===== src/design/dqne_pkg.sv =====
// shared constants and types for the dns query name extractor
// no dependencies
`timescale 1ns / 1ps
`default_nettype none

package dqne_pkg;

  // scan window and name buffer sizes
  localparam int SCAN_BYTES  = 128;
  localparam int NAME_BYTES  = 128;
  localparam int NAME_OFFSET = 12;

  localparam int POS_W  = $clog2(SCAN_BYTES + 1);
  localparam int CHAR_W = $clog2(NAME_BYTES);

  // header byte offsets
  localparam logic [POS_W-1:0] POS_FLAGS    = POS_W'(2);
  localparam logic [POS_W-1:0] POS_COUNT_HI = POS_W'(4);
  localparam logic [POS_W-1:0] POS_COUNT_LO = POS_W'(5);
  localparam logic [POS_W-1:0] POS_NAME     = POS_W'(NAME_OFFSET);
  localparam logic [POS_W-1:0] POS_SCAN_END = POS_W'(SCAN_BYTES);
  localparam logic [POS_W-1:0] POS_SCAN_LAST = POS_W'(SCAN_BYTES - 1);

  localparam logic [CHAR_W-1:0] CHAR_LAST = CHAR_W'(NAME_BYTES - 1);

  // address families
  localparam logic [15:0] FAMILY_V4 = 16'd2;
  localparam logic [15:0] FAMILY_V6 = 16'd10;

  localparam logic [7:0] DOT_CHAR = 8'h2e;

  // configuration register indexes
  localparam int CFG_IDX_W = 2;
  localparam logic [CFG_IDX_W-1:0] REG_DNS_PORT    = 2'd0;
  localparam logic [CFG_IDX_W-1:0] REG_LABEL_LIMIT = 2'd1;
  localparam logic [CFG_IDX_W-1:0] REG_MIN_PAYLOAD = 2'd2;

  localparam logic [15:0] DNS_PORT_RESET    = 16'd53;
  localparam logic [3:0]  LABEL_LIMIT_RESET = 4'd10;
  localparam logic [7:0]  MIN_PAYLOAD_RESET = 8'd13;

  // queue between front and back
  localparam int QUEUE_DEPTH = 4;
  localparam int QPTR_W = $clog2(QUEUE_DEPTH);
  localparam int QCNT_W = $clog2(QUEUE_DEPTH + 1);

  // one queued transaction: an optional character and an optional terminator
  typedef struct packed {
    logic [7:0] ch;
    logic       has_char;
    logic       has_end;
  } dqne_entry_t;

endpackage

`default_nettype wire


===== src/design/dqne_front.sv =====
// front end: packet filter, header checks and label parser
// depends on dqne_pkg
`timescale 1ns / 1ps
`default_nettype none

module dqne_front (
  input  wire logic                          clk,
  input  wire logic                          rst,
  input  wire logic                          cfg_write,
  input  wire logic [dqne_pkg::CFG_IDX_W-1:0] cfg_index,
  input  wire logic [15:0]                   cfg_data,
  input  wire logic                          accept,
  input  wire logic [7:0]                    data_byte,
  input  wire logic                          first_byte,
  input  wire logic                          last_byte,
  input  wire logic                          has_destination,
  input  wire logic [15:0]                   address_family,
  input  wire logic [15:0]                   destination_port,
  input  wire logic [15:0]                   payload_length,
  output logic                               enq,
  output dqne_pkg::dqne_entry_t              enq_entry
);
  import dqne_pkg::*;

  logic [15:0] dns_port;
  logic [3:0]  label_limit;
  logic [7:0]  min_payload;

  logic              packet_accepted, packet_accepted_next;
  logic              parse_finished, parse_finished_next;
  logic [POS_W-1:0]  byte_position, byte_position_next;
  logic [7:0]        count_high_byte, count_high_byte_next;
  logic [3:0]        label_count, label_count_next;
  logic [5:0]        label_remaining, label_remaining_next;
  logic [CHAR_W-1:0] chars_written, chars_written_next;

  logic             acc0;
  logic [POS_W-1:0] p;
  logic             want_char;
  logic [7:0]       char_val;
  logic             do_char;
  logic             do_end;
  logic             at_end;

  // per-byte parse step
  always_comb begin
    acc0 = first_byte ?
           (has_destination &&
            (address_family == FAMILY_V4 || address_family == FAMILY_V6) &&
            destination_port == dns_port &&
            payload_length >= {8'd0, min_payload}) : packet_accepted;
    packet_accepted_next = acc0;
    parse_finished_next  = first_byte ? 1'b0 : parse_finished;
    byte_position_next   = first_byte ? '0 : byte_position;
    count_high_byte_next = first_byte ? 8'd0 : count_high_byte;
    label_count_next     = first_byte ? 4'd0 : label_count;
    label_remaining_next = first_byte ? 6'd0 : label_remaining;
    chars_written_next   = first_byte ? '0 : chars_written;
    p         = byte_position_next;
    at_end    = (p == POS_SCAN_LAST);
    want_char = 1'b0;
    char_val  = data_byte;
    do_char   = 1'b0;
    do_end    = 1'b0;

    if (!acc0 || parse_finished_next) begin
      if (last_byte) packet_accepted_next = 1'b0;
    end else if ((p == POS_FLAGS && data_byte[7]) ||
                 (p == POS_COUNT_LO && count_high_byte_next == 8'd0 &&
                  data_byte == 8'd0)) begin
      // response bit set or no questions
      packet_accepted_next = 1'b0;
    end else begin
      if (p == POS_COUNT_HI) count_high_byte_next = data_byte;

      // name region
      if (p >= POS_NAME && p < POS_SCAN_END) begin
        if (label_remaining_next == 6'd0) begin
          if (label_count_next >= label_limit || data_byte == 8'd0 ||
              data_byte[7:6] != 2'b00) begin
            do_end = 1'b1;
          end else begin
            label_count_next     = label_count_next + 4'd1;
            label_remaining_next = data_byte[5:0];
            if (chars_written_next != '0) begin
              want_char = 1'b1;
              char_val  = DOT_CHAR;
            end
            if (at_end) do_end = 1'b1;
          end
        end else begin
          want_char            = 1'b1;
          label_remaining_next = label_remaining_next - 6'd1;
          if (at_end || (label_remaining_next == 6'd0 &&
                         label_count_next >= label_limit))
            do_end = 1'b1;
        end
      end

      // characters past the name buffer are dropped
      if (want_char && chars_written_next < CHAR_LAST) begin
        do_char            = 1'b1;
        chars_written_next = chars_written_next + 1'b1;
      end

      if (byte_position_next < POS_SCAN_END)
        byte_position_next = byte_position_next + 1'b1;

      // short packet: remainder counts as zero padding
      if (last_byte) begin
        if (!do_end && (p >= POS_COUNT_LO ||
                        (p == POS_COUNT_HI && count_high_byte_next != 8'd0)))
          do_end = 1'b1;
        packet_accepted_next = 1'b0;
      end

      if (do_end) begin
        parse_finished_next  = 1'b1;
        packet_accepted_next = 1'b0;
      end
    end
  end

  assign enq = accept && (do_char || do_end);
  assign enq_entry = '{ch: char_val, has_char: do_char, has_end: do_end};

  // parser state and configuration registers
  always_ff @(posedge clk) begin
    if (rst) begin
      dns_port        <= DNS_PORT_RESET;
      label_limit     <= LABEL_LIMIT_RESET;
      min_payload     <= MIN_PAYLOAD_RESET;
      packet_accepted <= 1'b0;
      parse_finished  <= 1'b0;
      byte_position   <= '0;
      count_high_byte <= 8'd0;
      label_count     <= 4'd0;
      label_remaining <= 6'd0;
      chars_written   <= '0;
    end else begin
      if (cfg_write) begin
        unique case (cfg_index)
          REG_DNS_PORT:    dns_port    <= cfg_data;
          REG_LABEL_LIMIT: label_limit <= cfg_data[3:0];
          REG_MIN_PAYLOAD: min_payload <= cfg_data[7:0];
          default: ;
        endcase
      end
      if (accept) begin
        packet_accepted <= packet_accepted_next;
        parse_finished  <= parse_finished_next;
        byte_position   <= byte_position_next;
        count_high_byte <= count_high_byte_next;
        label_count     <= label_count_next;
        label_remaining <= label_remaining_next;
        chars_written   <= chars_written_next;
      end
    end
  end

endmodule

`default_nettype wire


===== src/design/dqne_queue.sv =====
// short queue of parsed transactions between front and back
// depends on dqne_pkg
`timescale 1ns / 1ps
`default_nettype none

module dqne_queue (
  input  wire logic                  clk,
  input  wire logic                  rst,
  input  wire logic                  enq,
  input  wire dqne_pkg::dqne_entry_t enq_entry,
  input  wire logic                  deq,
  output dqne_pkg::dqne_entry_t      head,
  output logic                       empty,
  output logic                       full
);
  import dqne_pkg::*;

  dqne_entry_t       slots [QUEUE_DEPTH];
  logic [QPTR_W-1:0] wr_ptr, rd_ptr;
  logic [QCNT_W-1:0] count;
  logic              do_enq, do_deq;

  assign empty  = (count == '0);
  assign full   = (count == QCNT_W'(QUEUE_DEPTH));
  assign do_enq = enq && !full;
  assign do_deq = deq && !empty;
  assign head   = slots[rd_ptr];

  // entry storage
  always_ff @(posedge clk) begin
    if (do_enq) slots[wr_ptr] <= enq_entry;
  end

  // pointers and fill count
  always_ff @(posedge clk) begin
    if (rst) begin
      wr_ptr <= '0;
      rd_ptr <= '0;
      count  <= '0;
    end else begin
      if (do_enq) wr_ptr <= wr_ptr + 1'b1;
      if (do_deq) rd_ptr <= rd_ptr + 1'b1;
      case ({do_enq, do_deq})
        2'b10:   count <= count + 1'b1;
        2'b01:   count <= count - 1'b1;
        default: count <= count;
      endcase
    end
  end

endmodule

`default_nettype wire


===== src/design/dqne_back.sv =====
// back end: expands each queued transaction into one or two results
// depends on dqne_pkg
`timescale 1ns / 1ps
`default_nettype none

module dqne_back (
  input  wire logic                  clk,
  input  wire logic                  rst,
  input  wire dqne_pkg::dqne_entry_t head,
  input  wire logic                  q_empty,
  input  wire logic                  pop,
  output logic                       deq,
  output logic [7:0]                 name_char,
  output logic                       end_of_name
);
  import dqne_pkg::*;

  // set once the character of a two-result entry has been taken
  logic second;
  logic show_char;
  logic take;

  assign show_char   = head.has_char && !second;
  assign name_char   = show_char ? head.ch : 8'd0;
  assign end_of_name = !show_char;
  assign take        = pop && !q_empty;
  assign deq         = take && !(show_char && head.has_end);

  always_ff @(posedge clk) begin
    if (rst) begin
      second <= 1'b0;
    end else if (take) begin
      second <= show_char && head.has_end;
    end
  end

endmodule

`default_nettype wire


===== src/design/dns_query_name_extractor_unit.sv =====
// dns query name extractor: one payload byte per cycle while the queue is not full, no stall from parsing
// a result is registered in the transaction queue before it reaches the output; a byte that
// yields a character and the terminator drains as the character followed by the terminator
// throughput is set by the four-entry transaction queue and the single pop
// reset (synchronous, active high) empties the queue, clears the parser
// and restores dns_port 53, label_limit 10, min_payload 13
`timescale 1ns / 1ps
`default_nettype none

module dns_query_name_extractor_unit (
  input  wire logic                          clk,
  input  wire logic                          rst,
  input  wire logic                          cfg_write,
  input  wire logic [dqne_pkg::CFG_IDX_W-1:0] cfg_index,
  input  wire logic [15:0]                   cfg_data,
  input  wire logic                          push,
  output logic                               full,
  input  wire logic [7:0]                    data_byte,
  input  wire logic                          first_byte,
  input  wire logic                          last_byte,
  input  wire logic                          has_destination,
  input  wire logic [15:0]                   address_family,
  input  wire logic [15:0]                   destination_port,
  input  wire logic [15:0]                   payload_length,
  output logic                               empty,
  input  wire logic                          pop,
  output logic [7:0]                         name_char,
  output logic                               end_of_name
);
  import dqne_pkg::*;

  logic        enq, deq, q_full, q_empty;
  dqne_entry_t enq_entry, head;

  assign full  = q_full;
  assign empty = q_empty;

  // parser front end
  dqne_front u_front (
    .clk              (clk),
    .rst              (rst),
    .cfg_write        (cfg_write),
    .cfg_index        (cfg_index),
    .cfg_data         (cfg_data),
    .accept           (push && !q_full),
    .data_byte        (data_byte),
    .first_byte       (first_byte),
    .last_byte        (last_byte),
    .has_destination  (has_destination),
    .address_family   (address_family),
    .destination_port (destination_port),
    .payload_length   (payload_length),
    .enq              (enq),
    .enq_entry        (enq_entry)
  );

  // transaction queue
  dqne_queue u_queue (
    .clk       (clk),
    .rst       (rst),
    .enq       (enq),
    .enq_entry (enq_entry),
    .deq       (deq),
    .head      (head),
    .empty     (q_empty),
    .full      (q_full)
  );

  // result back end
  dqne_back u_back (
    .clk         (clk),
    .rst         (rst),
    .head        (head),
    .q_empty     (q_empty),
    .pop         (pop),
    .deq         (deq),
    .name_char   (name_char),
    .end_of_name (end_of_name)
  );

endmodule

`default_nettype wire


===== config.mk =====
export PLATFORM = sky130hd
export DESIGN_NAME = dns_query_name_extractor_unit
export DESIGN_NICKNAME = d
export VERILOG_FILES = /design/src/design/dqne_pkg.sv /design/src/design/dqne_front.sv /design/src/design/dqne_queue.sv /design/src/design/dqne_back.sv /design/src/design/dns_query_name_extractor_unit.sv
export SDC_FILE = /design/constraint.sdc
export NUM_CORES = 1
export LEC_CHECK = 0
export ABC_AREA = 1
export CAP_MARGIN = 10
export CORE_AREA = 2 2 114 105
export DETAILED_ROUTE_END_ITERATION = 8
export DIE_AREA = 0 0 116 107
export DONT_BUFFER_PORTS = 1
export PLACE_DENSITY = 0.75
export SETUP_SLACK_MARGIN = 0.5
export SYNTH_ARGS = -nofsm -noshare
export SYNTH_HDL_FRONTEND = slang
export SYNTH_SLANG_ARGS = --single-unit
export TNS_END_PERCENT = 50

===== constraint.sdc =====
create_clock -name clk -period 3.5 [get_ports clk]
set_clock_uncertainty 0.05 [all_clocks]
set_input_delay 1.05 -clock clk [delete_from_list [all_inputs] [get_ports clk]]
set_output_delay 1.05 -clock clk [all_outputs]
set_load 0.01 [all_outputs]

; Yosys cells after proc, flatten, opt, wreduce, memory -nomap -nowiden
; Memory sizes are Yosys's and may differ from the RTL's. A register that Yosys moved wholly into a read port is not among the register bits.
; Cells that the tools add are included.
; Widths: inputs -> output; s select.
[totals]
ramBits = 40
wordCells = 157
ff_bits = 71
input_bits = 82
out_inout_bits = 11
mem_count = 1
[mem_list]
columns = memory, depth, word_bits, rd, rd_ports_with_merged_regs, wr, line
row1 = u_queue.slots, 4, 10, 1, 1, 1, dqne_queue.sv:18  ; dqne_entry_t slots [QUEUE_DEPTH];
[classes]
n_eq_ne = 12
add_sub_neg = 8
magnitude_cmp = 6
muxes = 69
n_reduce_logical = 47
[ops]
columns = cell, n
row1 = $mux 8, 17
row2 = $mux 6, 6
row3 = $mux 1, 33
row4 = $mux 7, 4
row5 = $mux 4, 6
row6 = $logic_and 1x1->1, 19
row7 = $eq 16x16->1, 1
row8 = $eq 16x2->1 const B, 1
row9 = $eq 16x4->1 const B, 1
row10 = $eq 8x3->1 const B, 2
row11 = $ge 16x8->1, 1
row12 = $logic_not 8->1, 2
row13 = $logic_not 6->1, 2
row14 = $add 8x1->8 const B, 1
row15 = $eq 8x2->1 const B, 1
row16 = $eq 8x7->1 const B, 1
row17 = $ge 8x3->1 const B, 1
row18 = $ge 8x4->1 const B, 1
row19 = $logic_or 1x1->1, 8
row20 = $lt 8x8->1 const B, 1
row21 = $reduce_bool 8->1, 1
row22 = $add 7x1->7 const B, 1
row23 = $logic_not 1->1, 7
row24 = $lt 7x7->1 const B, 1
row25 = 16 further kinds, 23

; Longest topological paths before layout
; Gate-level depths: netlist of the first run.
[logic_depth]
depth_word = 24
depth_mapped = 25
mapped_depth_nobuf = 25

; Modules after synthesis
; A second synthesis of the first run with hierarchy kept.
[unflattened]
hier_cells = 1010
area_unflattened_um2 = 6967.9
[modules_own_cells]
columns = module, area_each_um2, cells_each, n_inst, seq_area_each_um2
row1 = dqne_front, 4839.6, 811, 1, 1261.2
row2 = dqne_queue, 1983.2, 167, 1, 1381.3
row3 = dqne_back, 135.1, 30, 1, 20.0
row4 = dns_query_name_extractor_unit, 10.0, 2, 1, 0.0

; Worst setup path after synthesis of the first run
; OpenSTA, ideal clock, no wires.
[synth_timing]
path_kind = input-to-reg
from = input port first_byte
to = register u_queue.count[2]
n_path_buf = 1
setup_slack_ps = -272
stages = 22
required_ps = 3328
setup_ps = 122
t_arrival_ps = 3599
path_cell_list = buf_2 -> nor2_1 -> inv_1 -> ha_1 -> o21ai_0 -> nand3b_1 -> nand2_1 -> nand3_1 -> a21oi_1 -> nand2_1 -> nand2_1 -> nand2_1 -> nand3_2 -> nand2_2 -> inv_2 -> ha_1 -> inv_1 -> fa_1 -> a21oi_1 -> o21ai_0 -> o21ai_0 -> a21oi_1
[synth_via]
elab_chain_cells = 23
elab_cells_between_ends = 70
classes_between = add/sub (1) / order compare (5) / eq/ne (6) / mux (33) / reduce/logical (25)
[synth_lines]
columns = item, line
row1 = from (decl), dns_query_name_extractor_unit.sv:19  ; input wire logic first_byte,
row2 = $mux 6, dqne_front.sv:57  ; label_remaining_next = first_byte ? 6'd0 : label_remaining;
row3 = $sub 6x1->6, dqne_front.sv:93  ; label_remaining_next = label_remaining_next - 6'd1;
row4 = $logic_not 6->1, dqne_front.sv:94  ; if (at_end || (label_remaining_next == 6'd0 &&
row5 = $logic_and 1x1->1, dqne_front.sv:94
row6 = $logic_or 1x1->1, dqne_front.sv:94
row7 = $mux 1, dqne_front.sv:94
row8 = $mux 1, dqne_front.sv:78  ; if (label_remaining_next == 6'd0) begin
row9 = $mux 1, dqne_front.sv:77  ; if (p >= POS_NAME && p < POS_SCAN_END) begin
row10 = (+7 left out), n/a
row11 = $mux 1, dqne_front.sv:66  ; if (!acc0 || parse_finished_next) begin
row12 = $mux 1, dqne_front.sv:68  ; end else if ((p == POS_FLAGS && data_byte[7]) ||
row13 = $mux 1, dqne_front.sv:66
row14 = $logic_or 1x1->1 *, dqne_front.sv:124  ; assign enq = accept && (do_char || do_end);
row15 = $logic_and 1x1->1 *, dqne_front.sv:124
row16 = $logic_and 1x1->1 *, dqne_queue.sv:25  ; assign do_enq = enq && !full;
row17 = $eq 2x1->1 or $eq 2x2->1 (tied branches), dqne_queue.sv:43  ; case ({do_enq, do_deq})
row18 = $pmux 3 s2 or $reduce_bool 2->1 (tied branches), n/a
row19 = to (signal assigned), dqne_queue.sv:44  ; 2'b10: count <= count + 1'b1;
row20 = to (signal assigned), dqne_queue.sv:45  ; 2'b01: count <= count - 1'b1;
row21 = to (signal assigned), dqne_queue.sv:46  ; default: count <= count;
row22 = to (decl), dqne_queue.sv:20  ; logic [QCNT_W-1:0] count;
; Every way passes the cells marked *; elsewhere a longest branch is shown, timed or not. The select of a mux whose other input is x is not followed.
; A chain may end at the register's enable or synchronous reset.

; Worst setup path after layout of the first run
; Ends and elaborated chain as after synthesis.

==> results of run 1 <==
flip-flops by register name, summed over array words and instances (netlist names), named ones only:
name	flops
u_front.count_high_byte	8
u_queue.count	3
u_front.chars_written	7
u_back.second	1
u_front.label_count	4
u_queue.rd_ptr	2
u_front.label_remaining	6
u_front.min_payload	8
u_front.dns_port	16
u_front.packet_accepted	1
u_front.label_limit	4
u_queue.wr_ptr	2
u_front.parse_finished	1
u_queue.slots	40
u_front.byte_position	8
layout make-up:
class	count	area, sq um
flip-flops and latches	113	2663
multi-input cells	621	3377
repair buffers	91	709.4
fillers	890	3164
well taps	156	195.2
repair inverters	1	5.005
clock buffers	18	429.2
clock inverters	14	187.7
inverters	120	473.0
repair_timing:
action	in CTS	in global routing
resized for setup	36	35
pin swaps	11	20
setup endpoints to repair	36	72
hold buffers	0	0
cloned	1	0
setup buffers	19	6
per-layer routing:
layer,global-route usage [%],share of wire (%)
met1,32.36,41
met5,0,0
met2,50.00,51
met3,7.858,6.5
met4,9.439,1.6
power groups by stage:
| stage | sequential (uW) | combinational, uW | clock (uW) |
|---|---|---|---|
| 6_report | 1390 | 193 | 1800 |
| 5_1_grt | 1390 | 218 | 1880 |
| 4_1_cts | 1390 | 190 | 1820 |
| 3_5_place_dp | 1410 | 176 | 0 |
| 3_3_place_gp | 1410 | 168 | 0 |
| 2_1_floorplan | 1410 | 136 | 0 |
worst max-delay path, cell delays in order:
cell and delay, ps:
nor2_4 20, inv_2 80, ha_4 140, inv_4 40, nor2_4 130, nand2_4 100
nand2_2 70, nand2_1 70, nor2_1 140, nand2_1 70, nand2_1 60, nand2_1 70
nand2_2 80, nand2_2 70, nand3_2 100, nand2_4 70, inv_4 60, ha_4 110
inv_2 40, fa_2 370, a21oi_2 160, o21ai_2 70, o21ai_1 130, a21oi_1 50
cells in the final DEF (no fill, tap or decap), types with 10 or more instances in the layout:
cell	synthesis	final
nor2_1	116	105
nand2_2	5	12
edfxtp_1	40	40
nand2_1	202	192
nand3_1	37	35
buf_4	2	85
clkbuf_16	0	17
nor2_4	3	13
dfxtp_1	73	73
nor3_1	12	10
ha_1	25	20
a21oi_2	1	12
nand4_1	17	17
inv_1	113	107
a21oi_1	68	56
o21ai_0	75	70
through the flow:
step           instances  hold slack [ps]  util [%]  area (sq um)
3_5_place_dp        1076            400.0     62.26          6975
2_1_floorplan        884            382.9         -          6431
4_1_cts             1128            408.5     70.25          7870
3_3_place_gp        1076            394.1     62.26          6975
5_1_grt             1134            427.9     71.76          8039
6_report            1134            405.4     71.76          8039
worst paths after layout:
kind                                          from                             endpoint  slack, ps  cells after the start
max reg2reg  u_front.byte_position[0]$_SDFFE_PP0P_        u_queue.count[2]$_SDFFE_PP0P_        590                     25
min reg2reg    u_front.min_payload[4]$_SDFFE_PP0P_  u_front.min_payload[4]$_SDFFE_PP0P_        410                      2
max                                     first_byte        u_queue.count[2]$_SDFFE_PP0P_        410                     24
min            u_front.min_payload[4]$_SDFFE_PP0P_  u_front.min_payload[4]$_SDFFE_PP0P_        410                      2
kinds of logic after synthesis:
logic type               after synthesis  share of synthesized area [%]
buffers and inverters                150                          9.123
AO/OA/AOI/OAI                        171                          14.24
AND/OR/NAND/NOR                      409                          27.51
XOR/XNOR                              15                          2.065
flip-flops                           113                          41.84
adder cells (fa/ha/maj)               26                          5.230
==> reports/metrics.cfg, run 1 <==
[run_status]
status = complete, no violations

[sta]
setup_ws_ps = 412.9
hold_violations = 0
finalCritPeriodShare_pct = 88.20
final_max_slew_viol_count = 0
max_slew.worst_pin.slew_ps = 717.4
slew_headroom_pct = 51.81
rsz0062_at_grt = true
min_period_ps = 3087
max_freq_mhz = 323.9
tns_ps = 0
setup_viol = 0

[placed_design]
port_buffers = 0
place.gp.congestion = 0.9627
dp_slack_ps = -150.7
dp.final_hpwl_microns = 11740

[layout]
final_layout_size_suffix_gt1_share_pct = 20.76
n_antenna_cell = 0
layout.nets = 1073
area_growth_pct = 26.33

[critical_path]
cp-end-kind = flop
cp_data_arrival_time_ps = 3350
path_class = input port to flop
worst-path-max-fanout = 11
required_ps = 3760
start_kind = input port

[global_routing]
grt_pass1_vias = 5951
grt_overflow = 0
grt_pass1_wl_microns = 27080
track_usage_pct = 28.11
grt_max_degree = 49
grt_antenna_before_repair = 0

[clock_network]
cts_made_buffers = 17
cts_max_level = 4
clkSlewWorstSetupHoldPaths_ps = 50
clk_latency_ps = 420
cts_tree = built
root_buffer = clkbuf_16
clk_path_buf_depth = 2
cts.sink_count = 113

[yosys]
yosysSeqAreaShare_pct = 41.84
synth_top_cells_by_count = 202 x nand2_1, 116 x nor2_1, 113 x inv_1
syn_inst = 884
synth_top_area_share_pct = 22.97
synth-edff-count = 40
synthTopCellsByArea = dfxtp_1 23%, edfxtp_1 19%, nand2_1 12%
post_synth_num_cell_types = 41
synth_area_sq_um = 6364
async_reset_ff_share_pct = 0
yosysMostFrequentCell = nand2_1
yosysWarnings = 0
ys_ff_latch = 113
ys.flop_type = dfxtp_1
synth_top_area_cell = dfxtp_1
synth_nets = 992
avgSynthCellArea_sq_um = 7.199

[routing]
drc = 0
wl_microns = 16910
drtAntennaViolNets = 0
routed_via_density = 5.356
wl_per_cell_microns = 14.92
drt_iter0_drc = 457
dr.pass1.iters = 5
vias = 6074

[power]
switching_share_pct = 21.87
p_int_uw = 2642
pwr-share-clk_pct = 53.3
pwr_density_cell_nw_per_um2 = 420.6
p_comb_share_pct = 5.7
power_uw = 3381
switching_power_uw = 739.6
p_leak_uw = 0.003476
ir_drop_mv = 0.3479
power_frac_seq_pct = 41.0

[floorplanning]
die_w_microns = 116
io_pins = 93
rows = 37
coreArea_sq_um = 11200
die_h_microns = 107
die-area_sq_um = 12410
start_util_pct = 56.80

[min_path]
hp-class = flop to flop

[flow_run]
maxCapViolations = 0

Power figures use the tool's default switching activity.
==> run 2: changes to the inputs <==
--- a/config.mk
+++ b/config.mk
@@ -6,14 +6,16 @@
 export NUM_CORES = 1
 export LEC_CHECK = 0
 export ABC_AREA = 1
+export ABC_CLOCK_PERIOD_IN_PS = 3500
 export CAP_MARGIN = 10
-export CORE_AREA = 2 2 114 105
+export CORE_AREA = 2 2 119 109
 export DETAILED_ROUTE_END_ITERATION = 8
-export DIE_AREA = 0 0 116 107
+export DIE_AREA = 0 0 121 111
 export DONT_BUFFER_PORTS = 1
-export PLACE_DENSITY = 0.75
+export PLACE_DENSITY = 0.76
 export SETUP_SLACK_MARGIN = 0.5
 export SYNTH_ARGS = -nofsm -noshare
 export SYNTH_HDL_FRONTEND = slang
+export SYNTH_HIERARCHICAL = 1
 export SYNTH_SLANG_ARGS = --single-unit
 export TNS_END_PERCENT = 50
==> reports/metrics.cfg, run 2 <==
[run_status]
status = complete, no violations

[clock_network]
cts.sink_count = 113
cts_made_buffers = 17
clk_latency_ps = 430
clk_path_buf_depth = 2
cts_hold_buf = 0
root_buffer = clkbuf_16
cts_max_level = 4
cts_tree = built
clkSlewWorstSetupHoldPaths_ps = 60

[yosys]
synth_top_area_cell = dfxtp_1
synthTopCellsByArea = dfxtp_1 21%, edfxtp_1 17%, nand2_1 16%
async_reset_ff_share_pct = 0
synth_top_cells_by_count = 301 x nand2_1, 125 x inv_1, 124 x nor2_1
synth-edff-count = 40
synth_area_sq_um = 6968
synth_nets = 1118
ys_ff_latch = 113
ys.flop_type = dfxtp_1
syn_inst = 1010
post_synth_num_cell_types = 46
yosysWarnings = 6
synth_top_area_share_pct = 20.97
yosysSeqAreaShare_pct = 38.21
avgSynthCellArea_sq_um = 6.899
yosysMostFrequentCell = nand2_1

[power]
p_int_uw = 2457
ir_drop_mv = 0.3055
p_leak_uw = 0.003912
pwr-share-clk_pct = 51.1
pwr_density_cell_nw_per_um2 = 377.3
switching_power_uw = 825.5
switching_share_pct = 25.15
p_comb_share_pct = 6.6
power_uw = 3282
power_frac_seq_pct = 42.3

[floorplanning]
die-area_sq_um = 13430
rows = 39
die_w_microns = 121
io_pins = 93
die_h_microns = 111
start_util_pct = 56.44
coreArea_sq_um = 12350

[layout]
layout.nets = 1205
layout_common_cells = 284 x nand2_1, 113 x inv_1, 110 x nor2_1, 84 x buf_4, 72 x dfxtp_1
largest_reg_flops = 40
final_layout_size_suffix_gt1_share_pct = 22.16
largest_register = u_queue/slots
n_antenna_cell = 0
final_common_cell = nand2_1
area_growth_pct = 24.85
utilization_pct = 70.47
reg_top3 = u_queue/slots: 40 flops, u_front/dns_port: 16 flops
finalNonFillerCells = 1274

[global_routing]
grt_pass1_vias = 6143
grt_use_met3_pct = 6.224
grt_overflow = 0
globalRouteMet2Util_pct = 42.32
grt_antenna_before_repair = 0
top_usage_layer = met2
track_usage_pct = 26.18
grt_max_degree = 38
grt_pass1_wl_microns = 28040
grt.met1_usage_pct = 33.49

[placed_design]
dp.final_hpwl_microns = 11400
port_buffers = 0
place.gp.congestion = 0.8709
dp_cells = 1207

[routing]
dr.pass1.iters = 5
drt_iter0_drc = 582
vias = 6653
drc = 0
routed_via_density = 5.222
drtAntennaViolNets = 0
wl_per_cell_microns = 13.73
wl_microns = 17490

[critical_path]
required_ps = 3760
cp-end-kind = flop
cp_data_arrival_time_ps = 3440
path_class = input port to flop
worst-path-max-fanout = 17
start_kind = input port

[sta]
setup_viol = 0
hold_violations = 0
max_freq_mhz = 314.9
hold_ws_ps = 409.1
final_max_slew_viol_count = 0
min_period_ps = 3176
max_slew.worst_pin.slew_ps = 863.0
finalCritPeriodShare_pct = 90.75
slew_headroom_pct = 42.40
rsz0062_at_grt = true

[min_path]
hp-class = flop to flop

[flow_run]
maxCapViolations = 0

-- run 2: cell types whose count changed in the layout (fill, tap and decap cells not counted), sizes merged, moves of 4 or more --
| cell | previous run | this run |
|---|---|---|
| nor3 | 13 | 8 |
| o21ai | 81 | 73 |
| nand2 | 210 | 321 |
| nor2 | 123 | 139 |
| inv | 120 | 141 |
| buf | 91 | 102 |
| a21oi | 69 | 49 |
| xor2 | 7 | 11 |
| o22ai | 3 | 12 |
-- run 2: logic make-up after synthesis --
kind of cell	synth area share, %
compound gates	11.67
xor+xnor	2.263
fa+ha+maj	4.776
buf+inv	10.06
flops	38.21
mux	0.1437
simple gates	32.88
-- run 2: path summary, 6_finish.rpt --
path / start / to / slack (ps) / depth (start not counted)
worst min register to register: u_front/label_count[1]$_SDFFE_PP0P_ / u_front/label_count[1]$_SDFFE_PP0P_ / 410 / 2
worst min-delay path: u_front/label_count[1]$_SDFFE_PP0P_ / u_front/label_count[1]$_SDFFE_PP0P_ / 410 / 2
worst max-delay path: first_byte / u_queue/count[2]$_SDFFE_PP0P_ / 320 / 27
worst max register to register: u_front/label_count[0]$_SDFFE_PP0P_ / u_queue/count[2]$_SDFFE_PP0P_ / 530 / 28
-- run 2: final cells by class --
cell class / count / area, sq um
Multi-Input combinational cell: 727 / 3877
Timing Repair Buffer: 102 / 844.6
Clock inverter: 15 / 151.4
Clock buffer: 17 / 425.4
Tap cell: 164 / 205.2
Sequential cell: 113 / 2664
Fill cell: 926 / 3646
Inverter: 136 / 531.8
-- run 2: critical path, cell delays in order --
cell	delay (ps)
nor2_4	100
inv_2	50
ha_4	200
o21ai_2	120
nand3_1	100
nand2_2	130
nand3_4	90
nand2_4	70
inv_2	40
nor2_2	90
nand2_2	60
nand2_2	80
nand2_2	60
nand2_2	60
inv_2	40
nand2_2	80
nand2_4	60
nand2_4	80
ha_4	140
inv_4	40
fa_2	370
inv_2	70
nand2_2	50
nand3_2	60
nand2_1	50
nand2_1	50
nor2_1	40
-- run 2: per-stage QoR --
stage	setup slack [ps]	area (sq um)	setup TNS, ps
after floorplan	-388.6	7066	-11440
after global placement	-89.13	7594	-206.3
after detailed placement	-128.1	7594	-1037
after CTS	403.1	8358	0
after global routing	221.7	8700	0
final	323.9	8700	0
-- run 2: layer usage --
metal,wire length (microns),up-vias
met2,8484,215
li1,-,3408
met5,0,-
met4,340,0
met3,1018,31
met1,7644,2999
-- run 2: power by group through the flow --
stage,logic [uW],clock network [uW],registers (uW)
after global routing,244,1770,1390
after detailed placement,197,0,1410
after floorplan,167,0,1410
final,216,1680,1390
after global placement,192,0,1410
after CTS,202,1700,1390
-- run 2: repair_timing --
action | in CTS | in global routing
buffers inserted | 18 | 14
hold endpoints to repair | 0 | 0
pin swaps | 5 | 27
gates resized for setup | 14 | 69
endpoints found under the setup margin | 50 | 55
gates cloned | 1 | 2
